<file path="src/hdl/cypb_pkg.sv">
// Shared types, constants and helper functions of the camera basis unit.
// No dependencies; used by cypb_cordic and camera_yaw_pitch_basis_unit.
package cypb_pkg;

  localparam int TRIG_ITERATIONS = 16;
  localparam int VEC_FRAC_BITS   = 14;

  localparam int NUM_ITER = (TRIG_ITERATIONS < 24) ? TRIG_ITERATIONS : 24;
  localparam int ITER_W   = (NUM_ITER > 1) ? $clog2(NUM_ITER) : 1;
  localparam int VEC_W    = VEC_FRAC_BITS + 3;
  localparam int ZW       = 33;

  // CORDIC gain-compensated start value, rounded to the vector scale.
  localparam int CORDIC_X0 =
    (652032874 + (1 << (29 - VEC_FRAC_BITS))) >> (30 - VEC_FRAC_BITS);

  localparam int FULL_TURN    = 46080;
  localparam int QUARTER_TURN = 11520;
  localparam int HALF_TURN    = 2 * QUARTER_TURN;
  localparam int THREE_QUART  = 3 * QUARTER_TURN;
  localparam int RAD_SCALE    = 37480660;
  localparam int YAW_BIAS     = FULL_TURN * 256;
  localparam int RED_STEPS    = 9;

  localparam int MA_W   = 27;
  localparam int MB_W   = (VEC_W > 17) ? VEC_W : 17;
  localparam int PROD_W = MA_W + MB_W;
  localparam int MUL_HALF = 1 << (VEC_FRAC_BITS - 1);

  localparam int OUT_RS   = (VEC_FRAC_BITS >= 14) ? (VEC_FRAC_BITS - 14) : 0;
  localparam int OUT_LS   = (VEC_FRAC_BITS < 14) ? (14 - VEC_FRAC_BITS) : 0;
  localparam int OUT_HALF = (OUT_RS > 0) ? (1 << (OUT_RS - 1)) : 0;

  localparam int CFG_ADDR_W = 3;
  localparam logic [CFG_ADDR_W-1:0] CFG_SENS      = 3'd0;
  localparam logic [CFG_ADDR_W-1:0] CFG_PITCH_MAX = 3'd1;
  localparam logic [CFG_ADDR_W-1:0] CFG_PITCH_MIN = 3'd2;
  localparam logic [CFG_ADDR_W-1:0] CFG_POS_X     = 3'd3;
  localparam logic [CFG_ADDR_W-1:0] CFG_POS_Y     = 3'd4;
  localparam logic [CFG_ADDR_W-1:0] CFG_POS_Z     = 3'd5;

  typedef enum logic [3:0] {
    ST_IDLE,
    ST_MULX,
    ST_MULY,
    ST_RED,
    ST_ZY,
    ST_CY,
    ST_ZP,
    ST_CP,
    ST_PROD,
    ST_FIN
  } state_t;

  function automatic logic signed [ZW-1:0] atan_val(input logic [4:0] idx);
    logic signed [ZW-1:0] v;
    case (idx)
      5'd0:  v = 33'sd843314856;
      5'd1:  v = 33'sd497837829;
      5'd2:  v = 33'sd263043836;
      5'd3:  v = 33'sd133525158;
      5'd4:  v = 33'sd67021686;
      5'd5:  v = 33'sd33543515;
      5'd6:  v = 33'sd16775850;
      5'd7:  v = 33'sd8388437;
      5'd8:  v = 33'sd4194282;
      5'd9:  v = 33'sd2097149;
      5'd10: v = 33'sd1048575;
      5'd11: v = 33'sd524287;
      5'd12: v = 33'sd262143;
      5'd13: v = 33'sd131071;
      5'd14: v = 33'sd65535;
      5'd15: v = 33'sd32767;
      5'd16: v = 33'sd16383;
      5'd17: v = 33'sd8191;
      5'd18: v = 33'sd4095;
      5'd19: v = 33'sd2047;
      5'd20: v = 33'sd1023;
      5'd21: v = 33'sd511;
      5'd22: v = 33'sd255;
      5'd23: v = 33'sd127;
      default: v = '0;
    endcase
    return v;
  endfunction

  // Brings a vector value to 14 fractional bits and saturates to 16 bits.
  function automatic logic signed [15:0] to_out(input logic signed [39:0] v);
    logic signed [47:0] r;
    logic signed [15:0] o;
    r = ((48'(v) + OUT_HALF) >>> OUT_RS) <<< OUT_LS;
    if (r > 48'sd32767) begin
      o = 16'sh7fff;
    end else if (r < -48'sd32768) begin
      o = 16'sh8000;
    end else begin
      o = 16'(r);
    end
    return o;
  endfunction

  function automatic logic signed [31:0] sat32(input logic signed [33:0] t);
    logic signed [31:0] o;
    if (t > 34'sd2147483647) begin
      o = 32'sh7fffffff;
    end else if (t < -34'sd2147483648) begin
      o = 32'sh80000000;
    end else begin
      o = 32'(t);
    end
    return o;
  endfunction

endpackage

</file>
<file path="src/hdl/camera_yaw_pitch_basis_unit.sv">
// Camera yaw/pitch basis unit: turns cursor offset beats into camera vectors.
// Depends on cypb_pkg and cypb_cordic.
//
// Usage:
//   Input channel (in_valid / in_stall): one beat carries a cursor offset pair.
//   The block stalls the input for the whole time it works on a beat and
//   releases it once the result has moved into the output register.
//   Output channel (out_valid / out_stall): one beat carries the direction,
//   right and up vectors and the target point. The output register lets the
//   next input beat be taken while a finished result waits for the receiver.
//   Configuration: cfg_we writes cfg_wdata into the register picked by
//   cfg_idx (sensitivity, pitch limits, position); write only while idle.
// Sequence:
//   After the accept step one beat passes through offset scaling, the yaw wrap
//   steps, two CORDIC runs (yaw, then pitch), the products of their sines and
//   cosines and a final step. The single shared multiplier and the single CORDIC
//   engine serve one beat at a time, so a new beat waits until the last is done.
// Reset: synchronous, active low. Configuration registers return to defaults,
//   yaw to 270 degrees, pitch to zero, and no result is pending.
// Stall: a stalled result holds its value; if a new result is ready while the
//   old one is still stalled, the block waits in its final step.
module camera_yaw_pitch_basis_unit (
  input  logic                                 clk,
  input  logic                                 rst_n,
  input  logic                                 in_valid,
  output logic                                 in_stall,
  input  logic signed [15:0]                   in_cursor_dx,
  input  logic signed [15:0]                   in_cursor_dy,
  output logic                                 out_valid,
  input  logic                                 out_stall,
  output logic signed [15:0]                   out_dir_x,
  output logic signed [15:0]                   out_dir_y,
  output logic signed [15:0]                   out_dir_z,
  output logic signed [15:0]                   out_right_x,
  output logic signed [15:0]                   out_right_z,
  output logic signed [15:0]                   out_up_x,
  output logic signed [15:0]                   out_up_y,
  output logic signed [15:0]                   out_up_z,
  output logic signed [31:0]                   out_target_x,
  output logic signed [31:0]                   out_target_y,
  output logic signed [31:0]                   out_target_z,
  input  logic                                 cfg_we,
  input  logic [cypb_pkg::CFG_ADDR_W-1:0]      cfg_idx,
  input  logic [31:0]                          cfg_wdata
);

  // Configuration registers.
  logic [15:0]        sens_r;
  logic [13:0]        pmax_r;
  logic signed [14:0] pmin_r;
  logic signed [31:0] posx_r, posy_r, posz_r;

  // Camera state.
  logic [15:0]        yaw_r;
  logic signed [14:0] pitch_r;

  // Sequencer.
  cypb_pkg::state_t state_r, state_nxt;
  logic [3:0]       k_r;
  logic [1:0]       pk_r;

  // Working registers.
  logic signed [15:0] dx_r, dy_r;
  logic [25:0]        acc_r;
  logic signed [cypb_pkg::VEC_W-1:0] cy_r, sy_r, cp_r, sp_r;
  logic signed [15:0] v0_r, v2_r, v5_r, v7_r;

  // Output register.
  logic               out_valid_r;
  logic signed [15:0] dir_x_r, dir_y_r, dir_z_r, right_x_r, right_z_r;
  logic signed [15:0] up_x_r, up_y_r, up_z_r;
  logic signed [31:0] tgt_x_r, tgt_y_r, tgt_z_r;

  // Shared multiplier.
  logic signed [cypb_pkg::MA_W-1:0]   mul_a;
  logic signed [cypb_pkg::MB_W-1:0]   mul_b;
  logic signed [cypb_pkg::PROD_W-1:0] prod;
  logic signed [23:0]                 delta;
  logic signed [39:0]                 mv, mv_sel;
  logic signed [15:0]                 mv_out;

  // Angle preparation and CORDIC hookup.
  logic [15:0]        pitch_wrap, ang_src;
  logic [1:0]         quad;
  logic [13:0]        rem;
  logic signed [cypb_pkg::ZW-1:0]    z0;
  logic               cordic_start, cordic_done;
  logic signed [cypb_pkg::VEC_W-1:0] c_cos, c_sin;

  // Pitch update and yaw wrap.
  logic signed [25:0] p_sum;
  logic signed [14:0] p_new;
  logic [25:0]        acc_init, turn_k;

  // Final assembly.
  logic               out_load;
  logic signed [15:0] f_dir_y, f_right_x, f_right_z, f_up_y;

  assign in_stall  = (state_r != cypb_pkg::ST_IDLE);
  assign out_valid = out_valid_r;

  // ---------------------------------------------------------------------
  // Configuration port.
  // ---------------------------------------------------------------------
  always_ff @(posedge clk) begin
    if (!rst_n) begin
      sens_r <= 16'd410;
      pmax_r <= 14'd11392;
      pmin_r <= -15'sd11392;
      posx_r <= '0;
      posy_r <= '0;
      posz_r <= '0;
    end else if (cfg_we) begin
      case (cfg_idx)
        cypb_pkg::CFG_SENS:      sens_r <= cfg_wdata[15:0];
        cypb_pkg::CFG_PITCH_MAX: pmax_r <= cfg_wdata[13:0];
        cypb_pkg::CFG_PITCH_MIN: pmin_r <= cfg_wdata[14:0];
        cypb_pkg::CFG_POS_X:     posx_r <= cfg_wdata;
        cypb_pkg::CFG_POS_Y:     posy_r <= cfg_wdata;
        cypb_pkg::CFG_POS_Z:     posz_r <= cfg_wdata;
        default: ;
      endcase
    end
  end

  // ---------------------------------------------------------------------
  // Shared multiplier: offset scaling, radian conversion and the products
  // of yaw and pitch sines and cosines all take turns on it.
  // ---------------------------------------------------------------------
  always_comb begin
    unique case (state_r)
      cypb_pkg::ST_MULX: begin
        mul_a = cypb_pkg::MA_W'(dx_r);
        mul_b = cypb_pkg::MB_W'(signed'({1'b0, sens_r}));
      end
      cypb_pkg::ST_MULY: begin
        mul_a = cypb_pkg::MA_W'(dy_r);
        mul_b = cypb_pkg::MB_W'(signed'({1'b0, sens_r}));
      end
      cypb_pkg::ST_ZY, cypb_pkg::ST_ZP: begin
        mul_a = cypb_pkg::MA_W'(cypb_pkg::RAD_SCALE);
        mul_b = cypb_pkg::MB_W'(signed'({1'b0, rem}));
      end
      cypb_pkg::ST_PROD: begin
        unique case (pk_r)
          2'd0: begin
            mul_a = cypb_pkg::MA_W'(cy_r);
            mul_b = cypb_pkg::MB_W'(cp_r);
          end
          2'd1: begin
            mul_a = cypb_pkg::MA_W'(sy_r);
            mul_b = cypb_pkg::MB_W'(cp_r);
          end
          2'd2: begin
            mul_a = cypb_pkg::MA_W'(cy_r);
            mul_b = cypb_pkg::MB_W'(sp_r);
          end
          2'd3: begin
            mul_a = cypb_pkg::MA_W'(sy_r);
            mul_b = cypb_pkg::MB_W'(sp_r);
          end
        endcase
      end
      default: begin
        mul_a = '0;
        mul_b = '0;
      end
    endcase
  end

  assign prod  = cypb_pkg::PROD_W'(mul_a) * cypb_pkg::PROD_W'(mul_b);
  assign delta = 24'(prod >>> 9);

  // Rounded vector product; the up vector terms are negated.
  assign mv     = 40'((prod + cypb_pkg::MUL_HALF) >>> cypb_pkg::VEC_FRAC_BITS);
  assign mv_sel = pk_r[1] ? -mv : mv;
  assign mv_out = cypb_pkg::to_out(mv_sel);

  // ---------------------------------------------------------------------
  // Pitch clamp (upper limit first, so the lower limit wins) and yaw wrap.
  // Yaw is biased by 256 turns to stay positive, then reduced by
  // subtracting 256, 128, ... 1 turns, one compare per cycle.
  // ---------------------------------------------------------------------
  assign p_sum = 26'(pitch_r) + 26'(delta);

  always_comb begin
    logic signed [25:0] p;
    p = p_sum;
    if (p > signed'({12'd0, pmax_r})) begin
      p = signed'({12'd0, pmax_r});
    end
    if (p < 26'(pmin_r)) begin
      p = 26'(pmin_r);
    end
    p_new = 15'(p);
  end

  assign acc_init = 26'(27'(yaw_r) + 27'(delta) + 27'(cypb_pkg::YAW_BIAS));
  assign turn_k   = 26'(cypb_pkg::FULL_TURN) << k_r;

  // ---------------------------------------------------------------------
  // Angle to first-quadrant remainder and CORDIC start angle.
  // ---------------------------------------------------------------------
  assign pitch_wrap = pitch_r[14] ? 16'(32'(pitch_r) + cypb_pkg::FULL_TURN)
                                  : 16'(pitch_r);
  assign ang_src    = (state_r == cypb_pkg::ST_ZY) ? yaw_r : pitch_wrap;

  always_comb begin
    priority if (ang_src >= 16'(cypb_pkg::THREE_QUART)) begin
      quad = 2'd3;
      rem  = 14'(ang_src - 16'(cypb_pkg::THREE_QUART));
    end else if (ang_src >= 16'(cypb_pkg::HALF_TURN)) begin
      quad = 2'd2;
      rem  = 14'(ang_src - 16'(cypb_pkg::HALF_TURN));
    end else if (ang_src >= 16'(cypb_pkg::QUARTER_TURN)) begin
      quad = 2'd1;
      rem  = 14'(ang_src - 16'(cypb_pkg::QUARTER_TURN));
    end else begin
      quad = 2'd0;
      rem  = 14'(ang_src);
    end
  end

  assign z0           = cypb_pkg::ZW'(prod >>> 8);
  assign cordic_start = (state_r == cypb_pkg::ST_ZY) || (state_r == cypb_pkg::ST_ZP);

  cypb_cordic u_cordic (
    .clk   (clk),
    .rst_n (rst_n),
    .start (cordic_start),
    .z0    (z0),
    .quad  (quad),
    .done  (cordic_done),
    .cos_o (c_cos),
    .sin_o (c_sin)
  );

  // ---------------------------------------------------------------------
  // Sequencer.
  // ---------------------------------------------------------------------
  assign out_load = (state_r == cypb_pkg::ST_FIN) && (!out_valid_r || !out_stall);

  always_ff @(posedge clk) begin
    if (!rst_n) begin
      state_r <= cypb_pkg::ST_IDLE;
    end else begin
      state_r <= state_nxt;
    end
  end

  always_comb begin
    state_nxt = state_r;
    unique case (state_r)
      cypb_pkg::ST_IDLE: if (in_valid) state_nxt = cypb_pkg::ST_MULX;
      cypb_pkg::ST_MULX: state_nxt = cypb_pkg::ST_MULY;
      cypb_pkg::ST_MULY: state_nxt = cypb_pkg::ST_RED;
      cypb_pkg::ST_RED:  if (k_r == '0) state_nxt = cypb_pkg::ST_ZY;
      cypb_pkg::ST_ZY:   state_nxt = cypb_pkg::ST_CY;
      cypb_pkg::ST_CY:   if (cordic_done) state_nxt = cypb_pkg::ST_ZP;
      cypb_pkg::ST_ZP:   state_nxt = cypb_pkg::ST_CP;
      cypb_pkg::ST_CP:   if (cordic_done) state_nxt = cypb_pkg::ST_PROD;
      cypb_pkg::ST_PROD: if (pk_r == 2'd3) state_nxt = cypb_pkg::ST_FIN;
      cypb_pkg::ST_FIN:  if (out_load) state_nxt = cypb_pkg::ST_IDLE;
    endcase
  end

  // Camera state registers.
  always_ff @(posedge clk) begin
    if (!rst_n) begin
      yaw_r   <= 16'd34560;
      pitch_r <= '0;
    end else begin
      if (state_r == cypb_pkg::ST_MULY) begin
        pitch_r <= p_new;
      end
      if ((state_r == cypb_pkg::ST_RED) && (k_r == '0)) begin
        yaw_r <= (acc_r >= turn_k) ? 16'(acc_r - turn_k) : 16'(acc_r);
      end
    end
  end

  // Working registers; pure payload, no reset needed.
  always_ff @(posedge clk) begin
    unique case (state_r)
      cypb_pkg::ST_IDLE: begin
        dx_r <= in_cursor_dx;
        dy_r <= in_cursor_dy;
        pk_r <= '0;
      end
      cypb_pkg::ST_MULX: acc_r <= acc_init;
      cypb_pkg::ST_MULY: k_r <= 4'(cypb_pkg::RED_STEPS - 1);
      cypb_pkg::ST_RED: begin
        if (acc_r >= turn_k) begin
          acc_r <= acc_r - turn_k;
        end
        k_r <= k_r - 1'b1;
      end
      cypb_pkg::ST_CY: begin
        if (cordic_done) begin
          cy_r <= c_cos;
          sy_r <= c_sin;
        end
      end
      cypb_pkg::ST_CP: begin
        if (cordic_done) begin
          cp_r <= c_cos;
          sp_r <= c_sin;
        end
      end
      cypb_pkg::ST_PROD: begin
        unique case (pk_r)
          2'd0: v0_r <= mv_out;
          2'd1: v2_r <= mv_out;
          2'd2: v5_r <= mv_out;
          2'd3: v7_r <= mv_out;
        endcase
        pk_r <= pk_r + 1'b1;
      end
      default: ;
    endcase
  end

  // ---------------------------------------------------------------------
  // Final assembly into the output register.
  // ---------------------------------------------------------------------
  assign f_dir_y   = cypb_pkg::to_out(40'(sp_r));
  assign f_right_x = cypb_pkg::to_out(-40'(sy_r));
  assign f_right_z = cypb_pkg::to_out(40'(cy_r));
  assign f_up_y    = cypb_pkg::to_out(40'(cp_r));

  always_ff @(posedge clk) begin
    if (!rst_n) begin
      out_valid_r <= 1'b0;
    end else if (out_load) begin
      out_valid_r <= 1'b1;
    end else if (!out_stall) begin
      out_valid_r <= 1'b0;
    end
  end

  always_ff @(posedge clk) begin
    if (out_load) begin
      dir_x_r   <= v0_r;
      dir_y_r   <= f_dir_y;
      dir_z_r   <= v2_r;
      right_x_r <= f_right_x;
      right_z_r <= f_right_z;
      up_x_r    <= v5_r;
      up_y_r    <= f_up_y;
      up_z_r    <= v7_r;
      tgt_x_r   <= cypb_pkg::sat32(34'(posx_r) + 34'(v0_r));
      tgt_y_r   <= cypb_pkg::sat32(34'(posy_r) + 34'(f_dir_y));
      tgt_z_r   <= cypb_pkg::sat32(34'(posz_r) + 34'(v2_r));
    end
  end

  assign out_dir_x    = dir_x_r;
  assign out_dir_y    = dir_y_r;
  assign out_dir_z    = dir_z_r;
  assign out_right_x  = right_x_r;
  assign out_right_z  = right_z_r;
  assign out_up_x     = up_x_r;
  assign out_up_y     = up_y_r;
  assign out_up_z     = up_z_r;
  assign out_target_x = tgt_x_r;
  assign out_target_y = tgt_y_r;
  assign out_target_z = tgt_z_r;

endmodule

</file>
<file path="src/hdl/cypb_cordic.sv">
// Iterative rotation-mode CORDIC, one micro-rotation per cycle.
// Depends on cypb_pkg for widths, iteration count and the arctangent table.
module cypb_cordic (
  input  logic                                clk,
  input  logic                                rst_n,
  input  logic                                start,
  input  logic signed [cypb_pkg::ZW-1:0]      z0,
  input  logic [1:0]                          quad,
  output logic                                done,
  output logic signed [cypb_pkg::VEC_W-1:0]   cos_o,
  output logic signed [cypb_pkg::VEC_W-1:0]   sin_o
);

  logic signed [cypb_pkg::VEC_W-1:0] x_r, y_r, x_nxt, y_nxt, dx, dy;
  logic signed [cypb_pkg::ZW-1:0]    z_r, z_nxt, ang;
  logic [cypb_pkg::ITER_W-1:0]       it_r;
  logic [1:0]                        quad_r;
  logic                              busy_r, done_r, last;

  assign dx   = y_r >>> it_r;
  assign dy   = x_r >>> it_r;
  assign ang  = cypb_pkg::atan_val(5'(it_r));
  assign last = (it_r == cypb_pkg::ITER_W'(cypb_pkg::NUM_ITER - 1));

  always_comb begin
    if (z_r >= 0) begin
      x_nxt = x_r - dx;
      y_nxt = y_r + dy;
      z_nxt = z_r - ang;
    end else begin
      x_nxt = x_r + dx;
      y_nxt = y_r - dy;
      z_nxt = z_r + ang;
    end
  end

  always_ff @(posedge clk) begin
    if (!rst_n) begin
      busy_r <= 1'b0;
      done_r <= 1'b0;
      it_r   <= '0;
    end else begin
      done_r <= busy_r && last;
      if (start) begin
        busy_r <= 1'b1;
        it_r   <= '0;
      end else if (busy_r) begin
        if (last) begin
          busy_r <= 1'b0;
        end
        it_r <= it_r + 1'b1;
      end
    end
  end

  always_ff @(posedge clk) begin
    if (start) begin
      x_r    <= cypb_pkg::VEC_W'(cypb_pkg::CORDIC_X0);
      y_r    <= '0;
      z_r    <= z0;
      quad_r <= quad;
    end else if (busy_r) begin
      x_r <= x_nxt;
      y_r <= y_nxt;
      z_r <= z_nxt;
    end
  end

  // Fold the first-quadrant result back to the full circle.
  always_comb begin
    unique case (quad_r)
      2'd0: begin
        cos_o = x_r;
        sin_o = y_r;
      end
      2'd1: begin
        cos_o = -y_r;
        sin_o = x_r;
      end
      2'd2: begin
        cos_o = -x_r;
        sin_o = -y_r;
      end
      2'd3: begin
        cos_o = y_r;
        sin_o = -x_r;
      end
    endcase
  end

  assign done = done_r;

endmodule

</file>
<file path="config.mk">
export PLATFORM = sky130hd
export DESIGN_NAME = camera_yaw_pitch_basis_unit
export DESIGN_NICKNAME = d
export VERILOG_FILES = /design/src/hdl/cypb_pkg.sv /design/src/hdl/camera_yaw_pitch_basis_unit.sv /design/src/hdl/cypb_cordic.sv
export SDC_FILE = /design/constraint.sdc
export NUM_CORES = 2
export LEC_CHECK = 0
export BUFFER_PORTS_ARGS = -buffer_cell sky130_fd_sc_hd__buf_2
export CORE_MARGIN = 3
export CORE_UTILIZATION = 63
export CTS_BUF_LIST = sky130_fd_sc_hd__clkbuf_8
export DETAILED_ROUTE_END_ITERATION = 10
export GPL_TIMING_DRIVEN = 0
export PLACE_DENSITY = 0.82
export SYNTH_ARGS = -nofsm -noshare
export SYNTH_HDL_FRONTEND = slang
export SYNTH_SLANG_ARGS = --single-unit
</file>
<file path="constraint.sdc">
create_clock -name clk -period 21.5 [get_ports clk]
set_input_delay 2.15 -clock clk [delete_from_list [all_inputs] [get_ports clk]]
set_output_delay 2.15 -clock clk [all_outputs]
set_load 0.03 [all_outputs]
</file>
==> flow_metrics.env <==
export IMPL_vias=49900
export IMPL_hp_start="v7_r[7]"
export IMPL_finalWeightedCongestion=1.01
export IMPL_worst_slew_pin_slew_ps=1630
export IMPL_numClockSinks=701
export IMPL_critical_path_class="register to register"
export IMPL_fin_crit_ps=20600
export IMPL_slowest_stage="o41ai_1"
export IMPL_ioPinCount=298
export IMPL_rows=111
export IMPL_wl_per_cell_um=22.9
export IMPL_synthFlopType="edfxtp_1"
export IMPL_drcViolationCount=0
export IMPL_avgSynthCellArea_um2=9.25
export IMPL_power_leakage_nw=27.6
export IMPL_utilization=0.703
export IMPL_overflow=0
export IMPL_grtUsageTotal=0.381
export IMPL_syn_inst=6359
export IMPL_yosys_cell_types_count=110
export IMPL_hold_class="register to register"
export IMPL_ys_seq_elements=701
export IMPL_cpPeakStageDelay_ps=970
export IMPL_synth_edf_count=455
export IMPL_slew_headroom=-0.0868
export IMPL_fin_crit_sh=0.958
export IMPL_yosys_warnings=0
export IMPL_synth_area_um2=58800
export IMPL_cts_root_buf="clkbuf_8"
export IMPL_io_buffer_count=297
export IMPL_finClkSkew_ps=62.2
export IMPL_clock_latency_ps=850
export IMPL_die_area_um2=97000
export IMPL_synth_fp_nets=7258
export IMPL_end_kind="register"
export IMPL_tns_ps=0
export IMPL_ys_seq_area_frac=0.316
export IMPL_initial_core_util=0.639
export IMPL_worstPathRequired_ps=22240
export IMPL_start_kind="register"
export IMPL_hpwl_um=149000
export IMPL_htree_levels=3
export IMPL_die_h_um=311
export IMPL_die_w_um=311
export IMPL_nets=7688
export IMPL_path_clk_slew_ps=70
export IMPL_worstReg2RegStart="state_r[3]"
export IMPL_cp_common_cell="inv_1"
export IMPL_grt_pass1_wl_um=284000
export IMPL_cap_viol_max_count=1
export IMPL_ant_nets=0
export IMPL_drive_above_1_share=0.0933
export IMPL_cp_arrival_ps=21350
export IMPL_cts_hold_buf=0
export IMPL_area_growth_pct=10.1
export IMPL_rsz0062_at_grt="false"
export IMPL_yosys_top_cells_count="nand2_1, inv_1, nor2_1, edfxtp_1, fa_1"
export IMPL_violations="max-capacitance violations, max-slew violations"
export IMPL_fill_cells=7117
export IMPL_synth_most_common_cell="nand2_1"
export IMPL_setup_viol=0
export IMPL_ctsResizeCount=0
export IMPL_slew_violations=10
export IMPL_clockBufferDepth=3
export IMPL_synthTopCellsByArea="edfxtp_1, fa_1, dfxtp_1"
export IMPL_max_vdd_ir_drop_v=0.000186
export IMPL_fmax_ghz=0.0485
export IMPL_yosys_area_top_type_share=0.232
export IMPL_wl_um=187000
export IMPL_drt_iter0_markers=5395
export IMPL_post_cts_buffers=0
export IMPL_core_area_um2=92100
export IMPL_tritoncts="built"
export IMPL_vias_per_cell=6.12
export IMPL_power_density_nw_per_um2=158
export IMPL_grt_max_degree=36
export IMPL_cts_buffers=116
export IMPL_path_max_fanout=10
export IMPL_async_flop_share=0
export IMPL_antenna_found_initial=11
export IMPL_critPathLaunch="state_r[3]"
export IMPL_synth_top_area_cell="edfxtp_1"
export IMPL_status="finished, violations left"
export IMPL_dr_pass1_iters=8
export IMPL_hold_viol_final=0
export IMPL_grt_pass1_vias=48800
[sequential cells by signal (all words and copies together) (netlist names), 26 cells and up]
signal and count:
posz_r 32, out_target_z 32, acc_r 26, u_cordic.z_r 33
out_target_y 32, out_target_x 32, u_cordic.ang 29, posx_r 32
posy_r 32
[power by group]
part	internal [W]	total [W]	leakage [nW]	switching [W]
logic	0.00242	0.00707	20.0	0.00465
clock network	0.000699	0.00131	1.45	0.000616
registers	0.00174	0.00185	6.12	0.000108
[cell usage in the layout (no fill, tap or decap), types with 163 or more instances in the layout]
master / count
nand2_1: 841
inv_1: 733
nor2_1: 468
edfxtp_1: 455
fa_1: 435
ha_1: 392
a21oi_1: 343
o21ai_0: 325
buf_2: 304
clkbuf_1: 246
dfxtp_1: 246
xnor2_1: 223
a21boi_0: 163
[worst paths after layout]
path	to	slack (ps)	cells past startpoint
worst max register to register	pitch_r[12]	900	66
worst min-delay path	out_up_z[7]	420	0
worst max-delay path	pitch_r[12]	900	66
worst min register to register	out_up_z[7]	420	0
[cell type report]
type / count / area [um2] / share of cell area
Clock inverter: 93 / 807 / 0.0125
Antenna cell: 12 / 30.0 / 0.000464
Sequential cell: 701 / 18600 / 0.287
Timing Repair Buffer: 312 / 1740 / 0.0269
Tap cell: 1243 / 1560 / 0.0240
Clock buffer: 129 / 1780 / 0.0274
Inverter: 706 / 2650 / 0.0410
Buffer: 276 / 1080 / 0.0168
Multi-Input combinational cell: 4676 / 36500 / 0.564
[critical path, delay by kind of cell, from the launching register on]
kind                       cells  cell delay (ps)
AOI/OAI and AO/OA             24             7140
adders and majority gates     10             4610
buffers and inverters         14             4090
and+or+nand+nor               16             3070
muxes                          2             1250
DFF                            1              300
[logic make-up (layout without fill, tap and decap cells)]
| logic type | Yosys count | count (layout) | share of synthesized area |
|---|---|---|---|
| mux | 156 | 156 | 0.0308 |
| buf+inv | 982 | 1516 | 0.0635 |
| xor+xnor | 362 | 362 | 0.0542 |
| compound gates | 1366 | 1366 | 0.151 |
| other cells | 0 | 12 | 0 |
| simple gates | 1961 | 1961 | 0.152 |
| flops | 701 | 701 | 0.316 |
| fa+ha+maj | 831 | 831 | 0.232 |
[metal layers]
| metal | track usage | share of wire | vias to the layer above | routed length, um |
|---|---|---|---|---|
| met3 | 0.105 | 0.11 | 661 | 21100 |
| met1 | 0.480 | 0.38 | 23800 | 70100 |
| met4 | 0.233 | 0.073 | 12 | 13600 |
| met2 | 0.586 | 0.44 | 2786 | 81700 |
| met5 | 0 | 0.00046 | - | 85 |
| li1 | - | - | 22600 | - |
[through the flow]
stage / cells / cell area [um2] / power [W] / hold WS (ps) / setup slack [ps]
after CTS: 8135 / 64700 / 0.0101 / 400 / 1410
after floorplan: 6359 / 58800 / 0.00665 / 400 / 6400
after global placement: 7899 / 61800 / 0.00857 / 402 / 1660
after global routing: 8138 / 64700 / 0.0109 / 417 / 24.9
final: 8148 / 64700 / 0.0102 / 416 / 899
after detailed placement: 7913 / 62100 / 0.00872 / 405 / 1430
No activity file was read; power rests on OpenSTA's default activity.
